File: src/rtl/mfh_pkg.sv
`timescale 1ns / 1ps
`default_nettype none
// ----------------------------------------------------------------------------
// mfh_pkg - shared types and constants of the mesh entity hash
// Entity kind codes, FNV-1a constants, and the words moved between stages.
// ----------------------------------------------------------------------------
package mfh_pkg;

   localparam int unsigned IDX_W       = 64;
   localparam int unsigned IDX_COUNT   = 4;
   localparam int unsigned HASH_W      = 64;
   localparam int unsigned DATA_W      = IDX_W * IDX_COUNT;
   localparam int unsigned HASH_CELLS  = DATA_W / 8;
   localparam int unsigned COUNT_W     = $clog2(HASH_CELLS + 1);
   localparam int unsigned SORT_STEPS  = 6;

   localparam logic [1:0] KIND_POINT = 2'd0;
   localparam logic [1:0] KIND_EDGE  = 2'd1;
   localparam logic [1:0] KIND_FACE  = 2'd2;

   localparam logic [HASH_W-1:0] MIX_SEED  = 64'hcbf2_9ce4_8422_2325;
   localparam logic [HASH_W-1:0] MIX_PRIME = 64'h0000_0100_0000_01b3;
   // prime = 2^PRIME_SHIFT + PRIME_LOW
   localparam int unsigned       PRIME_SHIFT   = 40;
   localparam int unsigned       PRIME_LOW_W   = 9;
   localparam logic [PRIME_LOW_W-1:0] PRIME_LOW = MIX_PRIME[PRIME_LOW_W-1:0];

   localparam logic [COUNT_W-1:0] BYTES_EDGE      = COUNT_W'(2 * IDX_W / 8);
   localparam logic [COUNT_W-1:0] BYTES_FACE      = COUNT_W'(4 * IDX_W / 8);
   localparam logic [COUNT_W-1:0] BYTES_FACE_SKIP = COUNT_W'(3 * IDX_W / 8);

   typedef struct packed {
      logic [1:0]                      kind;
      logic [IDX_COUNT-1:0][IDX_W-1:0] idx;   // idx[0] = index_a
   } mfh_sort_type;

   typedef struct packed {
      logic [HASH_W-1:0]  hash;
      logic [DATA_W-1:0]  data;    // next byte to fold in bits [7:0]
      logic [COUNT_W-1:0] count;   // bytes still to fold
   } mfh_hash_type;

   // Only bit 1 is decoded for faces, so code three hashes as a face.
   function automatic logic is_face(input logic [1:0] kind);
      return kind[1];
   endfunction

   // Compare-exchange sequence of the four-input network: pair (p, p+1).
   function automatic int unsigned sort_pair(input int unsigned step);
      int unsigned p;
      p = 0;
      unique case (step)
         0: p = 0;
         1: p = 1;
         2: p = 2;
         3: p = 0;
         4: p = 1;
         default: p = 0;
      endcase
      return p;
   endfunction

endpackage
`default_nettype wire

File: src/rtl/mfh_hash_cell.sv
`timescale 1ns / 1ps
`default_nettype none
// ----------------------------------------------------------------------------
// mfh_hash_cell - one FNV-1a byte round
// Folds the low byte in while bytes remain, then shifts the string down.
// ----------------------------------------------------------------------------
module mfh_hash_cell (
   input  wire logic                  clock,
   input  wire logic                  reset,
   input  wire logic                  up_valid,
   output logic                       up_ready,
   input  wire mfh_pkg::mfh_hash_type up_data,
   output logic                       dn_valid,
   input  wire logic                  dn_ready,
   output mfh_pkg::mfh_hash_type      dn_data
);
   import mfh_pkg::*;

   logic                            valid_ff;
   logic                            valid_in;
   mfh_hash_type                    data_ff;
   mfh_hash_type                    data_in;
   logic [HASH_W-1:0]               mixed;
   logic [HASH_W+PRIME_LOW_W-1:0]   prod_low;
   logic [HASH_W-1:0]               prod;

   assign up_ready = !valid_ff || dn_ready;
   assign valid_in = up_valid;

   // h * prime mod 2^64 = (h << 40) + h * 0x1b3
   always_comb begin
      mixed    = up_data.hash ^ {{(HASH_W-8){1'b0}}, up_data.data[7:0]};
      prod_low = {{PRIME_LOW_W{1'b0}}, mixed} * {{HASH_W{1'b0}}, PRIME_LOW};
      prod     = (mixed << PRIME_SHIFT) + prod_low[HASH_W-1:0];
      data_in  = up_data;
      if (up_data.count != '0) begin
         data_in.hash  = prod;
         data_in.data  = {8'h00, up_data.data[DATA_W-1:8]};
         data_in.count = up_data.count - COUNT_W'(1);
      end
   end

   always_ff @(posedge clock) begin
      if (reset) begin
         valid_ff <= 1'b0;
      end else if (up_ready) begin
         valid_ff <= valid_in;
      end
   end

   always_ff @(posedge clock) begin
      if (up_ready && up_valid) begin
         data_ff <= data_in;
      end
   end

   assign dn_valid = valid_ff;
   assign dn_data  = data_ff;

endmodule
`default_nettype wire

File: config.mk
export PLATFORM = sky130hd
export DESIGN_NAME = mfh_hash_cell
export DESIGN_NICKNAME = d
export VERILOG_FILES = /design/src/rtl/mfh_pkg.sv /design/src/rtl/mfh_hash_cell.sv
export SDC_FILE = /design/constraint.sdc
export NUM_CORES = 1
export LEC_CHECK = 0
export ABC_CLOCK_PERIOD_IN_PS = 20400
export BUFFER_PORTS_ARGS = -buffer_cell sky130_fd_sc_hd__buf_4
export CORE_AREA = 2 2 256 258
export DETAILED_ROUTE_END_ITERATION = 8
export DIE_AREA = 0 0 258 260
export PLACE_DENSITY_LB_ADDON = 0.12
export SLEW_MARGIN = 5
export SYNTH_ARGS = -nofsm -noshare
export SYNTH_HDL_FRONTEND = slang
export SYNTH_SLANG_ARGS = --single-unit
File: constraint.sdc
create_clock -name clock -period 20.4 [get_ports clock]
set_input_delay 1.02 -clock clock [delete_from_list [all_inputs] [get_ports clock]]
set_output_delay 1.02 -clock clock [all_outputs]
set_load 0.005 [all_outputs]
Word level (Yosys, flattened, before mapping):

Cells that the tools add are included.

* add/sub/neg operators: 2
* $mul: 1
* mux-type cells: 1
* bitwise gates (word level): 1
* reduce and logical (&&, ||, !) cells: 4

Operator list (count)
* $mux 326: 1
* $add 64x64->64: 1
* $mul 64x9->64 const B: 1
* $xor 64x8->64: 1
* $reduce_bool 6->1: 1
* $sub 6x1->6 const B: 1
* $logic_and 1x1->1: 1
* $logic_not 1->1: 1
* $logic_or 1x1->1: 1

* bits in registers: 327
* input bits: 330
* output and inout bits: 328
* word-level logic and storage cells: 14

Longest topological paths before layout:

* depth in word-level cells: 4
* mapped depth: 23
* depth with buffers taken out: 22

Worst setup path after synthesis:

OpenSTA, ideal clock, no wires.

* kind: input port to flip-flop
* start: input dn_ready
* end: register data_ff (netlist bit dn_data[0]), enable pin
* arrival: 8579 ps
* required time: 19669 ps
* setup slack: 11091 ps
* cell stages on the path: 2
* path buffers: 0
* path through: nand2b_1 > and2_1

* cells in the longest elaborated chain, start to end: 2

RTL lines
* start: declaration: line mfh_hash_cell.sv:14 `input wire logic dn_ready,`
* $logic_or 1x1->1: line mfh_hash_cell.sv:27 `assign up_ready = !valid_ff || dn_ready;`
* $logic_and 1x1->1: line mfh_hash_cell.sv:52 `if (up_ready && up_valid) begin`
* end signal: assignment: line mfh_hash_cell.sv:53 `data_ff <= data_in;`
* end: declaration: line mfh_hash_cell.sv:21 `mfh_hash_type data_ff;`

Every way passes these cells.
A chain may end at the register's enable or synchronous reset.

==> out/qor.csv <==
metric;value;unit
synth_cells;2704;
ys_async_sr_fraction;0;%
gp_congestion;0.993;
core-area;64100;um2
setup_tns;0;ns
power_leakage;16.2;nW
start_kind;input port;
rsz0062_at_grt;false;
ys.flop_type;edfxtp_1;
clk_latency;0.57;ns
skew;0.0125;ns
die-area;67100;um2
worstReg2RegStart;dn_valid;
first_pass_iters;7;
rows;93;
fin_cells;4210;
min_period;6.51;ns
crit_arrival;6.80;ns
io_pins;658;
cts-root-buf;clkbuf_16;
ff2ff_path_depth;4;
tritoncts;yes;
max_freq;154;MHz
worstSetupPathType;in2reg;
reg2reg_to;dn_data[54];
fin_area;32700;um2
powerDensity;168;nW/um2
ir_drop;0.130;mV
yosysMostFrequentCell;nand2_1;
relSlewSlack;24.3;%
synth_cell_types;66;
dp_hpwl;80.4;mm
worst_hold_path_type;reg2reg;
n_fill_cell;6092;
numCtsBuffers;41;
postPlaceCellArea;31300;um2
vias_per_cell;5.00;
whs_endpoint;dn_valid;
hold_violations;0;
syn-cell-area;25500;um2
synth_top_area_share;38.3;%
dpl_worst_slack;13.36;ns
cp-end-kind;register;
globalRouteOverflowTotal;0;
fin_ws;13.89;ns
hp-start;dn_valid;
syn_nets;3441;
cts_resized;0;
yosysTopAreaCell;edfxtp_1;
cts_setup_buffers;0;
yosysWarnings;0;
grt_pass1_wl;142;mm
finalWirelength;97.3;mm
report.final.slew_viol_count;0;
ys_top_cells_by_area;edfxtp_1 38%, fa_1 16%, nand2_1 12%;
grt.total_usage;28.6;%
cts.sinks;327;
syn_area_per_cell;9.45;um2
ys_seq_area_share;38.4;%
worst_slew_pin_slew;1.14;ns
drive_above_1_share;22.3;%
antenna_found_initial;15;
finalSetupViolations;0;
cap_viol_max_count;0;
detail_route.wl_per_cell;23.1;um
cts_hold_buffers;0;
power;0.00549;W
clk_pin_slew;0.06;ns
via_count;21034;
critPathMaxFanout;5;
dp_cells;4128;
fin_crit_sh;31.9;%
h-tree-depth;2;
die_y;260;um
r2r_slack;17.29;ns
postRouteAntennaNets;0;
grt_pass1_vias;21521;
remaining_drc_errors;0;
grt_max_degree;204;
cts_buffer_depth;3;
ys_ff_latch;327;
status;completed;
drt_first_iter_violations;1744;
holdPathStages;2;
io_buffer_count;657;
die_w;258;um
syn_to_final_growth;27.9;%
fin_nets;4053;
cp.required;20.69;ns
synth_common_cells;834 x nand2_1, 443 x inv_1, 326 x edfxtp_1;
synth_edf_count;326;
initial_core_util;39.8;%
==> power by group <==
part / total, W / switching [W] / internal (W) / leakage (nW)
logic: 0.00370 / 0.00221 / 0.00149 / 12.4
clock network: 0.000754 / 0.000316 / 0.000438 / 0.650
registers: 0.00104 / 0.0000420 / 0.00100 / 3.17
total: 0.00549 / 0.00257 / 0.00292 / 16.2
==> registers in the layout, indices dropped and copies added (netlist names) <==
signal and flops:
dn_data 326, dn_valid 1
==> area by class of cell <==
cell class	instances	area, um2	area share, %
tap	855	1070	3.28
clock buffer	49	1060	3.23
inverter	443	1660	5.09
multi-input combinational	1834	13700	41.9
sequential	327	9810	30.0
antenna	8	20.0	0.0613
clock inverter	25	307	0.938
timing repair buffer	669	5060	15.5
==> metal layers <==
layer | wire (um) | up-vias | GRT usage (%) | share of wire (%)
li1 | - | 9836 | - | -
met1 | 39500 | 10151 | 37.1 | 41
met2 | 47000 | 885 | 48.4 | 48
met3 | 8010 | 154 | 6.06 | 8.2
met4 | 2710 | 8 | 8.17 | 2.8
met5 | 45 | - | 0 | 0.046
==> cells in the final DEF (no fill, tap or decap), types with 4 or more instances in the layout <==
cell and count:
nand2_1 834, buf_4 666, inv_1 443, edfxtp_1 326, fa_1 210, ha_1 197, a21oi_1 110, xnor2_1 73
nor2_1 71, xor2_1 64, o21ai_0 55, a21o_1 49, clkbuf_16 41, nand3_1 18, nand4_1 14, nor3_1 14
and2_1 11, diode_2 8, and3_1 8, nor2b_1 8, a31oi_1 8, clkinv_1 8, clkbuf_1 8, o21a_1 7
o21bai_1 7, nand2b_1 6, o211ai_1 5, a211oi_1 5, o21ai_1 5, bufinv_16 5, or3_1 4, clkinv_2 4
==> metrics by stage <==
stage	hold WS (ns)	util [%]
floorplan	0.522	-
global placement	0.507	48.8
detailed placement	0.545	48.8
CTS	0.544	50.9
global route	0.582	50.9
finish	0.549	50.9
==> cell families (layout without fill, tap and decap cells) <==
| kind of cell | count (synthesis) | in the layout | synth area share (%) |
|---|---|---|---|
| flip-flops | 327 | 327 | 38.4 |
| AO/OA/AOI/OAI | 281 | 281 | 6.80 |
| XOR/XNOR | 137 | 137 | 4.70 |
| adder cells (fa/ha/maj) | 407 | 407 | 26.1 |
| AND/OR/NAND/NOR | 1006 | 1006 | 15.8 |
| multiplexers | 3 | 3 | 0.122 |
| other | 0 | 8 | 0 |
| buffers and inverters | 543 | 1186 | 8.11 |
==> worst max-delay path by stage <==
stage                 from      endpoint  slack, ns  depth (start not counted)
2_1_floorplan     dn_ready    dn_data[0]      11.09                          2
4_1_cts        up_data[10]  dn_data[318]      13.95                         21
5_1_grt        up_data[10]  dn_data[318]      13.46                         21
6_report       up_data[10]  dn_data[318]      13.89                         21
3_5_place_dp   up_data[10]  dn_data[318]      13.36                         21
3_3_place_gp   up_data[10]  dn_data[324]      13.54                         21
==> critical path, cell delays in order <==
cell       delay [ns]
buf_4            0.14
xnor2_1          0.47
inv_1            0.13
ha_1             0.29
xor2_1           0.18
ha_1             0.20
a21o_1           0.17
fa_1             0.52
fa_1             0.42
ha_1             0.28
ha_1             0.34
a21oi_1          0.32
a21boi_0         0.18
o211ai_1         0.26
nand2_1          0.14
a2111oi_0        0.67
a311oi_2         0.20
a41oi_1          0.38
a21o_1           0.21
xor2_1           0.16
a21oi_1          0.08
Power figures use the tool's default switching activity.
