**config.mk**
```make
export PLATFORM = sky130hd
export DESIGN_NAME = mfh_sort_cell
export DESIGN_NICKNAME = d
export VERILOG_FILES = /design/src/rtl/mfh_pkg.sv /design/src/rtl/mfh_sort_cell.sv
export SDC_FILE = /design/constraint.sdc
export NUM_CORES = 1
export LEC_CHECK = 0
export ABC_AREA = 1
export BUFFER_PORTS_ARGS = -buffer_cell sky130_fd_sc_hd__clkbuf_2
export CAP_MARGIN = 20
export CORE_AREA = 4 4 202 204
export CTS_CLUSTER_DIAMETER = 80
export CTS_CLUSTER_SIZE = 20
export DETAILED_ROUTE_END_ITERATION = 8
export DIE_AREA = 0 0 206 208
export HOLD_SLACK_MARGIN = 0.08
export SYNTH_ARGS = -nofsm -noshare
export SYNTH_HDL_FRONTEND = slang
export SYNTH_SLANG_ARGS = --single-unit
```
**constraint.sdc**
```tcl
create_clock -name clock -period 19.45 [get_ports clock]
set_clock_uncertainty 0.05 [all_clocks]
set_input_delay 0.9725 -clock clock [delete_from_list [all_inputs] [get_ports clock]]
set_output_delay 0.9725 -clock clock [all_outputs]
set_load 0.02 [all_outputs]
```
**src/rtl/mfh_pkg.sv**
```systemverilog
`timescale 1ns / 1ps
`default_nettype none
// ----------------------------------------------------------------------------
// mfh_pkg - shared types and constants of the mesh entity hash
// Entity kind codes, FNV-1a constants, and the words moved between stages.
// ----------------------------------------------------------------------------
package mfh_pkg;

   localparam int unsigned IDX_W       = 64;
   localparam int unsigned IDX_COUNT   = 4;
   localparam int unsigned HASH_W      = 64;
   localparam int unsigned DATA_W      = IDX_W * IDX_COUNT;
   localparam int unsigned HASH_CELLS  = DATA_W / 8;
   localparam int unsigned COUNT_W     = $clog2(HASH_CELLS + 1);
   localparam int unsigned SORT_STEPS  = 6;

   localparam logic [1:0] KIND_POINT = 2'd0;
   localparam logic [1:0] KIND_EDGE  = 2'd1;
   localparam logic [1:0] KIND_FACE  = 2'd2;

   localparam logic [HASH_W-1:0] MIX_SEED  = 64'hcbf2_9ce4_8422_2325;
   localparam logic [HASH_W-1:0] MIX_PRIME = 64'h0000_0100_0000_01b3;
   // prime = 2^PRIME_SHIFT + PRIME_LOW
   localparam int unsigned       PRIME_SHIFT   = 40;
   localparam int unsigned       PRIME_LOW_W   = 9;
   localparam logic [PRIME_LOW_W-1:0] PRIME_LOW = MIX_PRIME[PRIME_LOW_W-1:0];

   localparam logic [COUNT_W-1:0] BYTES_EDGE      = COUNT_W'(2 * IDX_W / 8);
   localparam logic [COUNT_W-1:0] BYTES_FACE      = COUNT_W'(4 * IDX_W / 8);
   localparam logic [COUNT_W-1:0] BYTES_FACE_SKIP = COUNT_W'(3 * IDX_W / 8);

   typedef struct packed {
      logic [1:0]                      kind;
      logic [IDX_COUNT-1:0][IDX_W-1:0] idx;   // idx[0] = index_a
   } mfh_sort_type;

   typedef struct packed {
      logic [HASH_W-1:0]  hash;
      logic [DATA_W-1:0]  data;    // next byte to fold in bits [7:0]
      logic [COUNT_W-1:0] count;   // bytes still to fold
   } mfh_hash_type;

   // Only bit 1 is decoded for faces, so code three hashes as a face.
   function automatic logic is_face(input logic [1:0] kind);
      return kind[1];
   endfunction

   // Compare-exchange sequence of the four-input network: pair (p, p+1).
   function automatic int unsigned sort_pair(input int unsigned step);
      int unsigned p;
      p = 0;
      unique case (step)
         0: p = 0;
         1: p = 1;
         2: p = 2;
         3: p = 0;
         4: p = 1;
         default: p = 0;
      endcase
      return p;
   endfunction

endpackage
`default_nettype wire

```
**src/rtl/mfh_sort_cell.sv**
```systemverilog
`timescale 1ns / 1ps
`default_nettype none
// ----------------------------------------------------------------------------
// mfh_sort_cell - one compare-exchange step of the index sort
// Orders the pair (POS, POS+1) by signed compare; edges only use pair 0.
// ----------------------------------------------------------------------------
module mfh_sort_cell #(
   parameter int unsigned POS = 0
) (
   input  wire logic                 clock,
   input  wire logic                 reset,
   input  wire logic                 up_valid,
   output logic                      up_ready,
   input  wire mfh_pkg::mfh_sort_type up_data,
   output logic                      dn_valid,
   input  wire logic                 dn_ready,
   output mfh_pkg::mfh_sort_type     dn_data
);
   import mfh_pkg::*;

   localparam logic [1:0] LO_SEL    = 2'(POS);
   localparam logic [1:0] HI_SEL    = 2'(POS + 1);
   localparam logic       EDGE_TOO  = (POS == 0);

   logic         valid_ff;
   logic         valid_in;
   mfh_sort_type data_ff;
   mfh_sort_type data_in;
   logic         active;
   logic         swap;

   assign up_ready = !valid_ff || dn_ready;
   assign valid_in = up_valid;

   always_comb begin
      active  = is_face(up_data.kind) || (EDGE_TOO && (up_data.kind == KIND_EDGE));
      swap    = active && ($signed(up_data.idx[HI_SEL]) < $signed(up_data.idx[LO_SEL]));
      data_in = up_data;
      if (swap) begin
         data_in.idx[LO_SEL] = up_data.idx[HI_SEL];
         data_in.idx[HI_SEL] = up_data.idx[LO_SEL];
      end
   end

   always_ff @(posedge clock) begin
      if (reset) begin
         valid_ff <= 1'b0;
      end else if (up_ready) begin
         valid_ff <= valid_in;
      end
   end

   always_ff @(posedge clock) begin
      if (up_ready && up_valid) begin
         data_ff <= data_in;
      end
   end

   assign dn_valid = valid_ff;
   assign dn_data  = data_ff;

endmodule
`default_nettype wire

```
**Word-level counts from Yosys, hierarchy flattened**

Index checks and enable logic that the tools add are counted.

- Mux-type cells: 1
- Reductions and logical operators: 5
- Shift-type cells: 0
- Equal/unequal tests: 1
- Order comparisons: 1
- Div/mod/pow operators: 0
- $mul: 0
- Bitwise operators: 0
- Add/subtract/negate cells: 0

Operators by type and width:

| cell | count |
|---|---|
| 128-bit two-way mux | 1 |
| 64-bit less-than comparator | 1 |
| 2-bit by 1-bit equality test with 1-bit output, second input constant | 1 |
| 1-bit logical AND | 2 |
| 1-bit logical OR | 2 |
| 1-bit logical NOT | 1 |

- Memories: 0
- Memory bits (read-only): 0
- Output and inout bits: 260
- Register bits: 259
- Word-level logic and storage cells: 14
- RAM bits: 0
- Latch bits: 0

**Longest topological paths before layout**

- Depth in word-level cells: 4
- Gate-level depth with buffers: 20
- Gate-level depth less buffers: 18

**Worst setup path before layout**

No wires, ideal clock.

- Path type: input port to flip-flop
- From: in up_valid
- To: reg data_ff (netlist bit dn_data[0]), enable pin
- Arrival: 13.386 ns
- Path buffers: 0
- Setup time: 0.964 ns
- Stages: 2
- Setup slack: 5.051 ns
- Cells stage by stage: inv_1 -> a21oi_1

- Word-level cells in the longest chain between the ends: 1

Ends and longest elaborated chain:

| element | RTL line | RTL |
|---|---|---|
| start, declared | mfh_sort_cell.sv:12 | `input wire logic up_valid,` |
| 1-bit logical AND | mfh_sort_cell.sv:54 | `if (up_ready && up_valid) begin` |
| end signal, assigned | mfh_sort_cell.sv:55 | `data_ff <= data_in;` |
| end, declared | mfh_sort_cell.sv:27 | `mfh_sort_type data_ff;` |

No other way between the ends.
A chain may end at the register's enable or synchronous reset.

==> summary by stage <==
Layout
The most common cell after layout, fill and taps aside is sky130_fd_sc_hd__clkbuf_2. The final design instance area without fill is 0.01524 mm2. The multi-input logic area is 0.003189 mm2.

At the end of the flow, the number of nets in the layout was 1794. The post-route netlist has 38.04% of its cells at a drive strength greater than 1. Fill cells in the final layout number 3895.

The final cell utilization of the core is 38.80%. The post-synthesis to final-layout area growth is 32.29%. The total area of sequential cells is 0.007767 mm2. In the layout the commonest cells are 521 x sky130_fd_sc_hd__clkbuf_2, 314 x sky130_fd_sc_hd__nand2_1, 258 x sky130_fd_sc_hd__edfxtp_1, 132 x sky130_fd_sc_hd__nand4_1, 78 x sky130_fd_sc_hd__inv_1.

CTS
The sink count of the clock tree is 259. The number of clock buffers inserted by TritonCTS is 21. The CTS tree is yes. The post-cts hold buffer count is 0. The worst-case clock buffer depth is 3.

After clock tree synthesis, the clock-pin slew on the worst setup and hold paths is 80 ps. CTS built an H-tree with a depth of 1. The later pin in the worst-skew pair is clocked with a latency of 520 ps. The post-cts resize count is 0. The number of setup buffers added after CTS is 0. In this run the clock root is driven by a sky130_fd_sc_hd__clkbuf_16.

Run
Max-cap violations in this run came to 0.

Timing
The final clock period utilization by the worst path is 24.28%. The total count of hold-check failures in the final report was 0. Setup violations remaining at the end of the flow were counted as 0. The slew of the pin with the lowest slew margin is 1050 ps. The worst pin sits at a relative slew slack of 29.97%. Setup repair after global routing left no endpoint under its margin. The clock period minus worst slack is 4721 ps. The worst hold slack after final layout is 485.7 ps. For this run, the top clock speed supported by timing is 0.2118 GHz.

The number of max-slew violations in the final report is 0. For the final routed database, the setup TNS stands at 0 ps.

Die
The number of rows created at floorplan is 73. For this configuration, the core starts out at a cell density of 29.33%. The vertical die dimension is 208 um.

The die covers 0.04285 mm2. The number of placed I/O pins is 522. The floorplan step set the die width to 206 um. The placeable core region is 0.03928 mm2.

Place
Input and output buffers added on the ports amount to 521. The wire-length estimate of the detail-placed layout is 29890 um. The final weighted congestion in routability-driven placement is 0.8796. The placed instances occupy a cell area of 0.01457 mm2.

Detailed routing
The count of routing violations after the opening detailed-route iteration is 490. The detailed-route via count is 9340. The detail route stage leaves a number of antenna-violating nets equal to 0. The number of vias per cell is 4.644. The sum of routed wire length over all layers is 39240 um.

The number of optimization iterations in the first detailed-route pass is 5. For this run, design rule violations remaining after detail routing come to 0. After detailed routing, the average wire length per cell comes to 19.51 um.

Power
For this design the ratio of total power to cell area is 91.58 mW/mm2. The share of total power in the clock network is 30.7%. The sum of internal, switching and leakage power is 1396 uW. The reported net switching power is 426.4 uW.

The analysis attributes to cell leakage a power of 0.007308 uW. The internal portion of the total power is 969.2 uW. In this run, the combinational gates consume 19.8% of the power. The part of the total power dissipated in sequential elements is 49.5%. The maximum vdd drop is 46.10 uV. The net switching fraction of the power is 30.55%.

Worst setup path
Measured in cells, the most critical reg-to-reg path has a length of 2. On the critical path, the stage with the largest delay is an instance of sky130_fd_sc_hd__nand3_4. The sort of element at the start of the critical path is a primary input. The data required time of the critical path is 19790 ps. The reg-to-reg critical path startpoint is dn_valid. The stage delay of the slowest cell on the critical path is 860 ps.

The largest driver fanout on the critical path is 67. By instance count, the cell type seen most on the critical path is sky130_fd_sc_hd__nand2_1. The category of the critical setup timing path is in -> reg.

Setup slack on the worst reg-to-reg path comes out at 17280 ps. The worst setup path is captured at a register. Walking the worst path, the cells encountered are clkbuf_2 -> inv_1 -> ha_1 -> a21oi_1 -> o21ai_0 -> a21oi_1 -> nand2_1 -> nor2_1 -> nand3_4 -> nand3_4 -> buf_4 -> nand2_1 -> nand2_1.

The worst reg2reg path endpoint is dn_data[107]. STA puts the critical path data arrival time at 5060 ps.

Global route
The number of global-route vias before repair was 9001. The wire length of the first global-routing pass is 56060 um. Entering global routing, the biggest net connects 172 pins. The initial antenna violation count is 7.

For this run the aggregate overflow at the end of global routing stands at 0. Global routing used 17.04% of the available tracks across all layers.

Synth
The synthesized net count is 1300. The number of storage elements in the synthesis netlist is 259. Sorting the synthesized cells by area gives the leading types as sky130_fd_sc_hd__edfxtp_1 67%, sky130_fd_sc_hd__nand2_1 10%, sky130_fd_sc_hd__nand4_1 7.2%. The total standard cell area after synthesis is 0.01152 mm2. The area fraction of the dominant cell type after synthesis is 67.25%. The part of the Yosys area used for sequential elements is 67.43%. The post-synthesis cell type with the largest combined area is sky130_fd_sc_hd__edfxtp_1. The synthesized area divided by synthesized cell count is 11.82 um2.

The post-synthesis cell count is 975. During synthesis, Yosys emitted a total of 0 warnings. The number of different library cells used by synthesis comes to 21.

Run status
The flow ran to the end, and the final reports show no timing, DRC or antenna violations.

Min path
The worst hold path terminates at dn_valid. The launch instance of the worst min-delay path is dn_valid. The min-delay analysis places its worst path in the category reg -> reg. The worst hold path passes through 2 cells.
-- cell usage after synthesis, drive strengths merged --
cell and count:
nor4 1, or2 1, nor2 19, inv 78, nand4 132, o21ai 9
ha 63, nand2 315, buf 42, nand3 7, dfxtp 1, a21oi 31
clkbuf 14, nor3 2, edfxtp 258, o211ai 2
-- routing by layer --
layer,routed length (um),global-route usage (%),up-vias
li1,-,-,4463
met1,14330,19.39,4427
met2,19980,30.28,380
met3,3701,5.237,66
met4,1187,5.645,4
met5,34,0,-
-- cell families after synthesis --
| family | synth area share, % |
|---|---|
| AND/OR/NAND/NOR | 18.66 |
| flip-flops | 67.43 |
| buffers and inverters | 5.202 |
| adder cells (fa/ha/maj) | 6.843 |
| AO/OA/AOI/OAI | 1.868 |
-- worst max path at each step --
| stage | start | to | slack [ps] | depth (start not counted) |
|---|---|---|---|---|
| detailed placement | up_data[63] | dn_data[127] | 14190 | 14 |
| global placement | up_data[63] | dn_data[45] | 14260 | 14 |
| CTS | up_data[63] | dn_data[51] | 14740 | 13 |
| floorplan | up_valid | dn_data[0] | 5050 | 2 |
| global route | up_data[63] | dn_data[127] | 14410 | 13 |
| finish | up_data[63] | dn_data[55] | 14730 | 13 |
-- worst max-delay path: cells and delay by family --
family / cells / cell delay (ps)
compound gates: 3 / 580
simple gates: 6 / 2140
buf+inv: 3 / 820
fa+ha+maj: 1 / 410
-- power by group through the flow --
stage / clock network [uW] / registers (uW) / logic (uW)
final: 428 / 691 / 276
after global routing: 463 / 695 / 305
after CTS: 445 / 692 / 280
after detailed placement: 0 / 704 / 280
after global placement: 0 / 704 / 275
after floorplan: 0 / 775 / 108
-- flip-flops by register name, indices dropped and copies added (netlist names) --
register  cells
dn_data     258
dn_valid      1
-- per-stage QoR --
stage	instances	setup slack (ps)
finish	2011	14730
global route	2010	14410
CTS	2005	14740
detailed placement	1971	14190
global placement	1971	14260
floorplan	975	5051
-- layout make-up --
class	instances	share of cell area [%]
Sequential cell	259	50.97
Multi-Input combinational cell	582	20.93
Timing Repair Buffer	527	17.49
Tap cell	525	4.310
Clock buffer	24	3.522
Inverter	78	1.921
Clock inverter	10	0.7636
Antenna cell	6	0.09852
(Power assumes the default switching activity.)
