### config.mk
export PLATFORM = sky130hd
export DESIGN_NAME = mfh_pack
export DESIGN_NICKNAME = d
export VERILOG_FILES = /design/src/rtl/mfh_pkg.sv /design/src/rtl/mfh_pack.sv
export SDC_FILE = /design/constraint.sdc
export NUM_CORES = 1
export LEC_CHECK = 0
export ABC_AREA = 1
export BUFFER_PORTS_ARGS = -buffer_cell sky130_fd_sc_hd__buf_4
export CAP_MARGIN = 20
export CORE_AREA = 2 2 256 258
export CTS_CLUSTER_SIZE = 12
export DETAILED_ROUTE_END_ITERATION = 10
export DIE_AREA = 0 0 258 260
export GPL_ROUTABILITY_DRIVEN = 0
export SYNTH_ARGS = -nofsm -noshare
export SYNTH_HDL_FRONTEND = slang
export SYNTH_SLANG_ARGS = --single-unit
### constraint.sdc
create_clock -name clock -period 45.2 [get_ports clock]
set_clock_uncertainty 0.05 [all_clocks]
set_input_delay 0 -clock clock [delete_from_list [all_inputs] [get_ports clock]]
set_output_delay 0 -clock clock [all_outputs]
set_load 0.1 [all_outputs]
### src/rtl/mfh_pkg.sv
`timescale 1ns / 1ps
`default_nettype none
// ----------------------------------------------------------------------------
// mfh_pkg - shared types and constants of the mesh entity hash
// Entity kind codes, FNV-1a constants, and the words moved between stages.
// ----------------------------------------------------------------------------
package mfh_pkg;

   localparam int unsigned IDX_W       = 64;
   localparam int unsigned IDX_COUNT   = 4;
   localparam int unsigned HASH_W      = 64;
   localparam int unsigned DATA_W      = IDX_W * IDX_COUNT;
   localparam int unsigned HASH_CELLS  = DATA_W / 8;
   localparam int unsigned COUNT_W     = $clog2(HASH_CELLS + 1);
   localparam int unsigned SORT_STEPS  = 6;

   localparam logic [1:0] KIND_POINT = 2'd0;
   localparam logic [1:0] KIND_EDGE  = 2'd1;
   localparam logic [1:0] KIND_FACE  = 2'd2;

   localparam logic [HASH_W-1:0] MIX_SEED  = 64'hcbf2_9ce4_8422_2325;
   localparam logic [HASH_W-1:0] MIX_PRIME = 64'h0000_0100_0000_01b3;
   // prime = 2^PRIME_SHIFT + PRIME_LOW
   localparam int unsigned       PRIME_SHIFT   = 40;
   localparam int unsigned       PRIME_LOW_W   = 9;
   localparam logic [PRIME_LOW_W-1:0] PRIME_LOW = MIX_PRIME[PRIME_LOW_W-1:0];

   localparam logic [COUNT_W-1:0] BYTES_EDGE      = COUNT_W'(2 * IDX_W / 8);
   localparam logic [COUNT_W-1:0] BYTES_FACE      = COUNT_W'(4 * IDX_W / 8);
   localparam logic [COUNT_W-1:0] BYTES_FACE_SKIP = COUNT_W'(3 * IDX_W / 8);

   typedef struct packed {
      logic [1:0]                      kind;
      logic [IDX_COUNT-1:0][IDX_W-1:0] idx;   // idx[0] = index_a
   } mfh_sort_type;

   typedef struct packed {
      logic [HASH_W-1:0]  hash;
      logic [DATA_W-1:0]  data;    // next byte to fold in bits [7:0]
      logic [COUNT_W-1:0] count;   // bytes still to fold
   } mfh_hash_type;

   // Only bit 1 is decoded for faces, so code three hashes as a face.
   function automatic logic is_face(input logic [1:0] kind);
      return kind[1];
   endfunction

   // Compare-exchange sequence of the four-input network: pair (p, p+1).
   function automatic int unsigned sort_pair(input int unsigned step);
      int unsigned p;
      p = 0;
      unique case (step)
         0: p = 0;
         1: p = 1;
         2: p = 2;
         3: p = 0;
         4: p = 1;
         default: p = 0;
      endcase
      return p;
   endfunction

endpackage
`default_nettype wire

### src/rtl/mfh_pack.sv
`timescale 1ns / 1ps
`default_nettype none
// ----------------------------------------------------------------------------
// mfh_pack - turns sorted indices into a byte stream for the hash cells
// Picks start hash, byte string and byte count per entity kind.
// ----------------------------------------------------------------------------
module mfh_pack (
   input  wire logic                  clock,
   input  wire logic                  reset,
   input  wire logic [63:0]           unused_index,
   input  wire logic                  up_valid,
   output logic                       up_ready,
   input  wire mfh_pkg::mfh_sort_type up_data,
   output logic                       dn_valid,
   input  wire logic                  dn_ready,
   output mfh_pkg::mfh_hash_type      dn_data
);
   import mfh_pkg::*;

   logic         valid_ff;
   logic         valid_in;
   mfh_hash_type data_ff;
   mfh_hash_type data_in;

   assign up_ready = !valid_ff || dn_ready;
   assign valid_in = up_valid;

   always_comb begin
      data_in.hash  = MIX_SEED;
      data_in.data  = up_data.idx;
      data_in.count = BYTES_FACE;
      priority if (is_face(up_data.kind)) begin
         // smallest index equal to the marker is left out
         if (up_data.idx[0] == unused_index) begin
            data_in.data  = {{IDX_W{1'b0}}, up_data.idx[3], up_data.idx[2], up_data.idx[1]};
            data_in.count = BYTES_FACE_SKIP;
         end
      end else if (up_data.kind == KIND_EDGE) begin
         data_in.data  = {{(2 * IDX_W){1'b0}}, up_data.idx[1], up_data.idx[0]};
         data_in.count = BYTES_EDGE;
      end else begin
         // point: hash is the index itself
         data_in.hash  = up_data.idx[0];
         data_in.data  = '0;
         data_in.count = '0;
      end
   end

   always_ff @(posedge clock) begin
      if (reset) begin
         valid_ff <= 1'b0;
      end else if (up_ready) begin
         valid_ff <= valid_in;
      end
   end

   always_ff @(posedge clock) begin
      if (up_ready && up_valid) begin
         data_ff <= data_in;
      end
   end

   assign dn_valid = valid_ff;
   assign dn_data  = data_ff;

endmodule
`default_nettype wire

# Yosys cells after proc, flatten, opt, wreduce, memory -nomap -nowiden
# Cells that the tools add are included.
# word_totals
regBits	327
latchBits	0
ram_bits	0
romBits	0
input_bits	326
output_inout_bits	328
memories	0
# classes
add_sub_neg	0
mul	0
n_div	0
n_lt_le_gt_ge	0
n_eq_ne	2
n_shift	0
n_mux	3
n_bitwise	0
n_reduce_logical	4
# op_table
operator	count
262-bit 2-to-1 mux	2
134-bit 2-to-1 mux	1
64-bit == test	1
2-bit by 1-bit == test with 1-bit output (second input constant)	1
2-bit OR reduction	1
1-bit logical AND	1
1-bit logical NOT	1
1-bit logical OR	1

# Logic depth before layout (Yosys ltp)
# Gate-level depths: netlist of the first run.
# logic_depth
depth_word	3
mapped_depth	13
mapped_depth_nobuf	12

# Least setup slack after synthesis of the first run
# Ideal clock, no wire load.
# synth_timing
kind	register -> register
start	register valid_ff (netlist: dn_valid)
end	register data_ff (netlist bit dn_data[100]) (enable)
setup_time_ns	1.112
t_arrival_ns	16.328
path_slack_ns	27.710
stages_incl_launch_ff	2
path_buffers	0
cell_sequence	dfxtp_1 a21oi_1
# synth_via
elab_chain_cells	3
# synth_rtl
item	line	rtl
start: declaration	mfh_pack.sv:20	logic valid_ff;
start signal: assignment	mfh_pack.sv:53	valid_ff <= valid_in;
1-bit logical NOT	mfh_pack.sv:25	assign up_ready = !valid_ff || dn_ready;
1-bit logical OR	mfh_pack.sv:25	
1-bit logical AND	mfh_pack.sv:58	if (up_ready && up_valid) begin
end signal: assignment	mfh_pack.sv:59	data_ff <= data_in;
end: declaration	mfh_pack.sv:22	mfh_hash_type data_ff;
# Every way passes these cells.
# A chain may end at the register's enable or synchronous reset.

==> results.yml, run 1 <==
run_status:
  status: "complete, no violations"
final_layout:
  layout.nets: 2739
  drive_above_1_share: 0.3097
  fin_area_um2: 25060
  syn2layout_area_growth_pct: 67.75
floorplan:
  die_x_um: 258
  die_area_um2: 67080
  num_rows: 93
  initial_core_util: 0.2330
  core-area_um2: 64120
  die_h_um: 260
  num_io_pins: 654
grt:
  grt_first_pass_wirelength_um: 89830
  antenna_found_initial: 1
  grt.total_usage: 0.1730
  gr-total-overflow: 0
  grt_max_degree: 90
  grt_pass1_vias: 15510
cts:
  cts_htree_levels: 2
  root_buffer: "clkbuf_16"
  clk_latency_ns: 0.53
  clock-sinks: 324
  cts_max_path_buffers: 3
  cts_tree: "done"
  cts_buffers: 38
  clk_pin_slew_ns: 0.06
worst_setup_path:
  cp_num_buf_inv: 6
  cpPeakStageDelay_ns: 0.58
  crit_end: "dn_data[110]"
  r2r_start: "dn_valid"
  r2r_slack_ns: 41.95
  cp_num_cells: 15
  worst-r2r-cell-count: 4
  crit_family: "buffers and inverters"
  arrival_ns: 4.38
  endpoint_kind: "flip-flop"
  startpoint: "up_data[26]"
  rr_endpoint: "dn_data[105]"
  crit_path_start_kind: "input port"
  crit_top_cell: "buf_4"
  crit_chain: "dlygate4sd3_1 > buf_4 > xor2_1 > nor2_1 > nand2_1 > nor2_1 > nand2_1 > nor2_4 > buf_4 > buf_4 > nand3_4 > buf_4 > nand3_1 > nand2_1 > dlygate4sd3_1"
  path_class: "in -> reg"
  worst-endpoint-required_ns: 45.43
  slowest_stage: "dlygate4sd3_1"
  critPathMaxFanout: 89
synth:
  synth_cells: 1469
  synth_seq_cells: 324
  synth_enable_flop_cells: 323
  async_flop_share: 0
  synth.distinct_cells: 21
  synthesis.area_um2: 14940
  ys.flop_type: "edfxtp_1"
  ys_seq_area_frac: 0.6506
  yosysWarnings: 0
  synth_area_per_cell_um2: 10.17
sta:
  final-max-slew-violation-count: 0
  final-setup-viol-count: 0
  worst_slew_pin_slew_ns: 1.119
  relSlewSlack: 0.2541
  grt_setup_unrepaired: "no"
  min_period_ns: 4.148
  fin_hold_ws_ns: 0.06216
  fin_crit_sh: 0.09177
  hold_viol: 0
  fmax_mhz: 241.1
  final.setup.tns_ns: 0
power:
  ir_worst_vdd_v: 0.00002367
  p_leak_nw: 11.42
  powerDensity_nw_per_um2: 36.20
route:
  first_iter_violations: 1196
  drtPass1Iterations: 7
  wl_um: 61710
  vias: 15110
  drcViolationCount: 0
  viasPerCell: 4.588
  wl_per_cell_um: 18.73
  ant_nets: 0
place:
  post_dp_cell_area_um2: 20530
  io_buffers: 650
  dp_hpwl_um: 41600
hold_path:
  hold_path_depth: 4
  min_path_type: "in -> reg"
flow_run:
  max-cap-violations: 0
tightest hold or removal path, delay by kind of cell:
| kind | cells | cell delay [ns] |
|---|---|---|
| buffers and inverters | 2 | 0.38 |
| AND/OR/NAND/NOR | 2 | 0.16 |
cell usage after synthesis, types with 2 or more instances:
cell type / n / area, µm²
or2_2: 6 / 37.54
inv_1: 149 / 559.3
o21ai_1: 49 / 245.2
clkbuf_1: 28 / 105.1
buf_6: 5 / 56.30
buf_2: 41 / 205.2
nand3_1: 192 / 960.9
a21oi_1: 2 / 10.01
nor2_2: 2 / 12.51
nand2_1: 308 / 1156
nor2_1: 142 / 533.0
o21ai_0: 15 / 75.07
buf_1: 16 / 60.06
nand4_1: 128 / 800.8
edfxtp_1: 323 / 9699
inv_2: 23 / 86.33
buf_4: 18 / 135.1
xor2_1: 19 / 166.4
where the power goes:
group	internal [mW]	switching, mW
combinational	0.0717	0.192
sequential	0.354	0.00634
clock	0.158	0.125
total	0.583	0.324
flip-flops by register name, indices dropped and copies added, names as in the netlist:
register  flops
dn_data     323
dn_valid      1
cell usage in the layout, fill, tap and decap left out, drive strengths merged, types with 15 or more instances in the layout:
master / netlist / routed
buf: 80 / 669
dlygate4sd3: 0 / 341
edfxtp: 323 / 323
nand2: 308 / 308
nand3: 193 / 193
inv: 172 / 174
nor2: 144 / 144
nand4: 128 / 128
o21ai: 64 / 64
clkbuf: 28 / 48
xor2: 19 / 19
clkinv: 0 / 15
logic make-up after synthesis:
group,share of synthesized area
xor gates and xnor gates,0.01114
and+or+nand+nor,0.2350
DFF,0.6506
buffers and inverters,0.08083
other,0.0002510
AOI/OAI and AO/OA,0.02211
per-layer routing:
metal / track usage / up-vias / routed length, µm
met5: 0 / - / 0
met4: 0.08638 / 0 / 2975
met3: 0.04405 / 193 / 5393
met2: 0.2978 / 895 / 30320
met1: 0.1996 / 7109 / 23020
li1: - / 6916 / -
repair_timing:
item                                    4_1_cts  5_1_grt
endpoints found under the hold margin       321        4
hold buffers                                339        2
resized for setup                             0        0
setup buffers                                 0        0
endpoints found under the setup margin        0        0
through the flow:
stage / power (mW) / instances / setup slack (ns) / util
2_1_floorplan: 0.5421 / 1471 / 27.71 / -
3_3_place_gp: 0.6021 / 2886 / 41.24 / 0.3202
3_5_place_dp: 0.6037 / 2886 / 41.10 / 0.3202
4_1_cts: 0.9131 / 3290 / 41.11 / 0.3902
5_1_grt: 0.9358 / 3294 / 40.91 / 0.3908
6_report: 0.9071 / 3294 / 41.05 / 0.3908
worst min-delay path by stage:
stage / start / end / slack (ns)
after floorplan: reset / dn_valid / 0.02
after global placement: reset / dn_valid / 0.11
after detailed placement: reset / dn_valid / 0.11
after CTS: up_valid / dn_data[264] / 0.0006
after global routing: up_data[256] / dn_data[324] / 0.05
final: up_data[256] / dn_data[321] / 0.06
area by class of cell:
type	instances	area (µm²)
Timing Repair Buffer	1010	8452
Inverter	172	650.6
Clock buffer	48	1010
Antenna cell	1	2.502
Fill cell	6146	39060
Tap cell	855	1070
Clock inverter	17	85.08
Sequential cell	324	9719
Multi-Input combinational cell	867	4070
Note: power is estimated with default switching activity, not from simulation.
==> run 2, diff against run 1 <==
==> constraint.sdc (replaced) <==
create_clock -name clock -period 4 [get_ports clock]
set_clock_uncertainty 0.05 [all_clocks]
set_input_delay 0 -clock clock [delete_from_list [all_inputs] [get_ports clock]]
set_output_delay 0 -clock clock [all_outputs]
set_load 0.1 [all_outputs]
==> run 2 against run 1 <==
  * Die area did not move
  * Clock-buffer cell count increased by 1
  * Critical path depth fell by 2
  * Sequential power increased to 11 times the previous value
  * Combinational power increased to 11 times the previous value
  * Critical path type unchanged
  * Critical endpoint is now dn_data[17]
  * Largest power group unchanged
==> results.yml, run 2 (synthesis gave the netlist of run 1 again) <==
power:
  ir_worst_vdd_v: 0.0002490
  powerDensity_nw_per_um2: 410.4
  p_leak_nw: 11.54
route:
  drcViolationCount: 0
  vias: 15070
  drtPass1Iterations: 6
  first_iter_violations: 1242
  viasPerCell: 4.550
  wl_per_cell_um: 19.04
  wl_um: 63090
  ant_nets: 0
hold_path:
  hp-start: "up_data[256]"
  min_path_type: "in -> reg"
cts:
  cts_max_path_buffers: 3
  cts_htree_levels: 2
  clock-sinks: 324
  clk_latency_ns: 0.54
  post-cts-setup-buffers: 0
  cts_resized: 0
  ctsHoldBuffers: 343
  root_buffer: "clkbuf_16"
  cts_buffers: 39
  clk_pin_slew_ns: 0.06
  cts_tree: "done"
sta:
  final-max-slew-violation-count: 0
  worst_slew_pin_slew_ns: 1.079
  fmax_mhz: 323.6
  fin_crit_sh: 0.7726
  grt_setup_unrepaired: "no"
  final-setup-viol-count: 0
  relSlewSlack: 0.2804
  hold_viol: 0
  min_period_ns: 3.091
floorplan:
  num_io_pins: 654
  die_x_um: 258
  core-area_um2: 64120
  num_rows: 93
  initial_core_util: 0.2330
  die_h_um: 260
  die_area_um2: 67080
final_layout:
  syn2layout_area_growth_pct: 69.28
  drive_above_1_share: 0.3139
  utilization: 0.3944
  layout_commonest_cell: "buf_4"
  final_cell_mix: "675 x buf_4, 343 x dlygate4sd3_1, 323 x edfxtp_1"
  final_cells: 3313
  nFillCells: 6143
  layout.nets: 2754
  largest_reg_flops: 323
worst_setup_path:
  arrival_ns: 3.45
  path_class: "in -> reg"
  worst-endpoint-required_ns: 4.36
  critPathMaxFanout: 85
  endpoint_kind: "flip-flop"
  r2r_start: "dn_valid"
  startpoint: "up_data[48]"
  crit_path_start_kind: "input port"
flow_run:
  max-cap-violations: 0
grt:
  gr-total-overflow: 0
  antenna_found_initial: 1
  grt.total_usage: 0.1768
  grt_first_pass_wirelength_um: 91050
  grt_max_degree: 116
  grt_pass1_vias: 15530
place:
  io_buffers: 650
  dp_cells: 2899
  dp_hpwl_um: 42300
run_status:
  status: "complete, no violations"
[run 2: cell count changes in the layout (fill, tap and decap cells not counted), sizes merged]
| cell | change |
|---|---|
| buf | +12 |
| clkbuf | +1 |
| clkinv | +4 |
| clkinvlp | +1 |
| diode | +1 |
| dlygate4sd3 | +2 |
| inv | -2 |
[run 2: final timing paths]
| path | endpoint | slack (ns) | cells after the start |
|---|---|---|---|
| worst max-delay path | dn_data[17] | 0.91 | 13 |
| worst min-delay path | dn_data[321] | 0.03 | 4 |
| worst max register to register | dn_data[206] | 2.09 | 2 |
| worst min register to register | dn_data[140] | 0.80 | 2 |
[run 2: routing by layer]
metal / part of all wire / GRT usage / vias up
li1: - / - / 6948
met4: 0.044 / 0.08430 / 0
met2: 0.49 / 0.3010 / 819
met1: 0.38 / 0.2085 / 7145
met5: 0 / 0 / -
met3: 0.087 / 0.04483 / 161
[run 2: cell type report]
| class | instances | area [µm²] | share of cell area |
|---|---|---|---|
| Sequential cell | 324 | 9723 | 0.3845 |
| Timing Repair Buffer | 1024 | 8612 | 0.3406 |
| Multi-Input combinational cell | 867 | 4070 | 0.1610 |
| Tap cell | 855 | 1070 | 0.04231 |
| Clock buffer | 49 | 1056 | 0.04176 |
| Inverter | 172 | 650.6 | 0.02573 |
| Clock inverter | 20 | 100.1 | 0.003958 |
| Antenna cell | 2 | 5.005 | 0.0001979 |
[run 2: where the power goes]
| group | internal [mW] | switching, mW |
|---|---|---|
| Combinational | 0.823 | 2.17 |
| Sequential | 4.00 | 0.0716 |
| Clock | 1.87 | 1.44 |
[run 2: metrics by stage]
| stage | setup WS, ns | total power, mW | setup TNS, ns | hold slack (ns) | area, µm² |
|---|---|---|---|---|---|
| 2_1_floorplan | -2.407 | 6.044 | -777.36 | 0.009357 | 14960 |
| 3_3_place_gp | 1.440 | 6.824 | 0 | 0.09728 | 20690 |
| 3_5_place_dp | 1.391 | 6.840 | 0 | 0.1067 | 20690 |
| 4_1_cts | 0.8270 | 10.45 | 0 | 0.001411 | 25280 |
| 5_1_grt | 0.6647 | 10.70 | 0 | 0.02182 | 25280 |
| 6_report | 0.9094 | 10.38 | 0 | 0.03046 | 25290 |
[run 2: worst max-delay path, stage by stage]
cell	delay (ns)
dlygate4sd3_1	0.57
buf_4	0.16
nand2_1	0.06
nand2_1	0.05
nor2_1	0.09
nand2_1	0.10
nor2_1	0.20
nand2_1	0.14
nor2_4	0.25
buf_4	0.85
nand4_1	0.23
nand2_1	0.12
dlygate4sd3_1	0.54
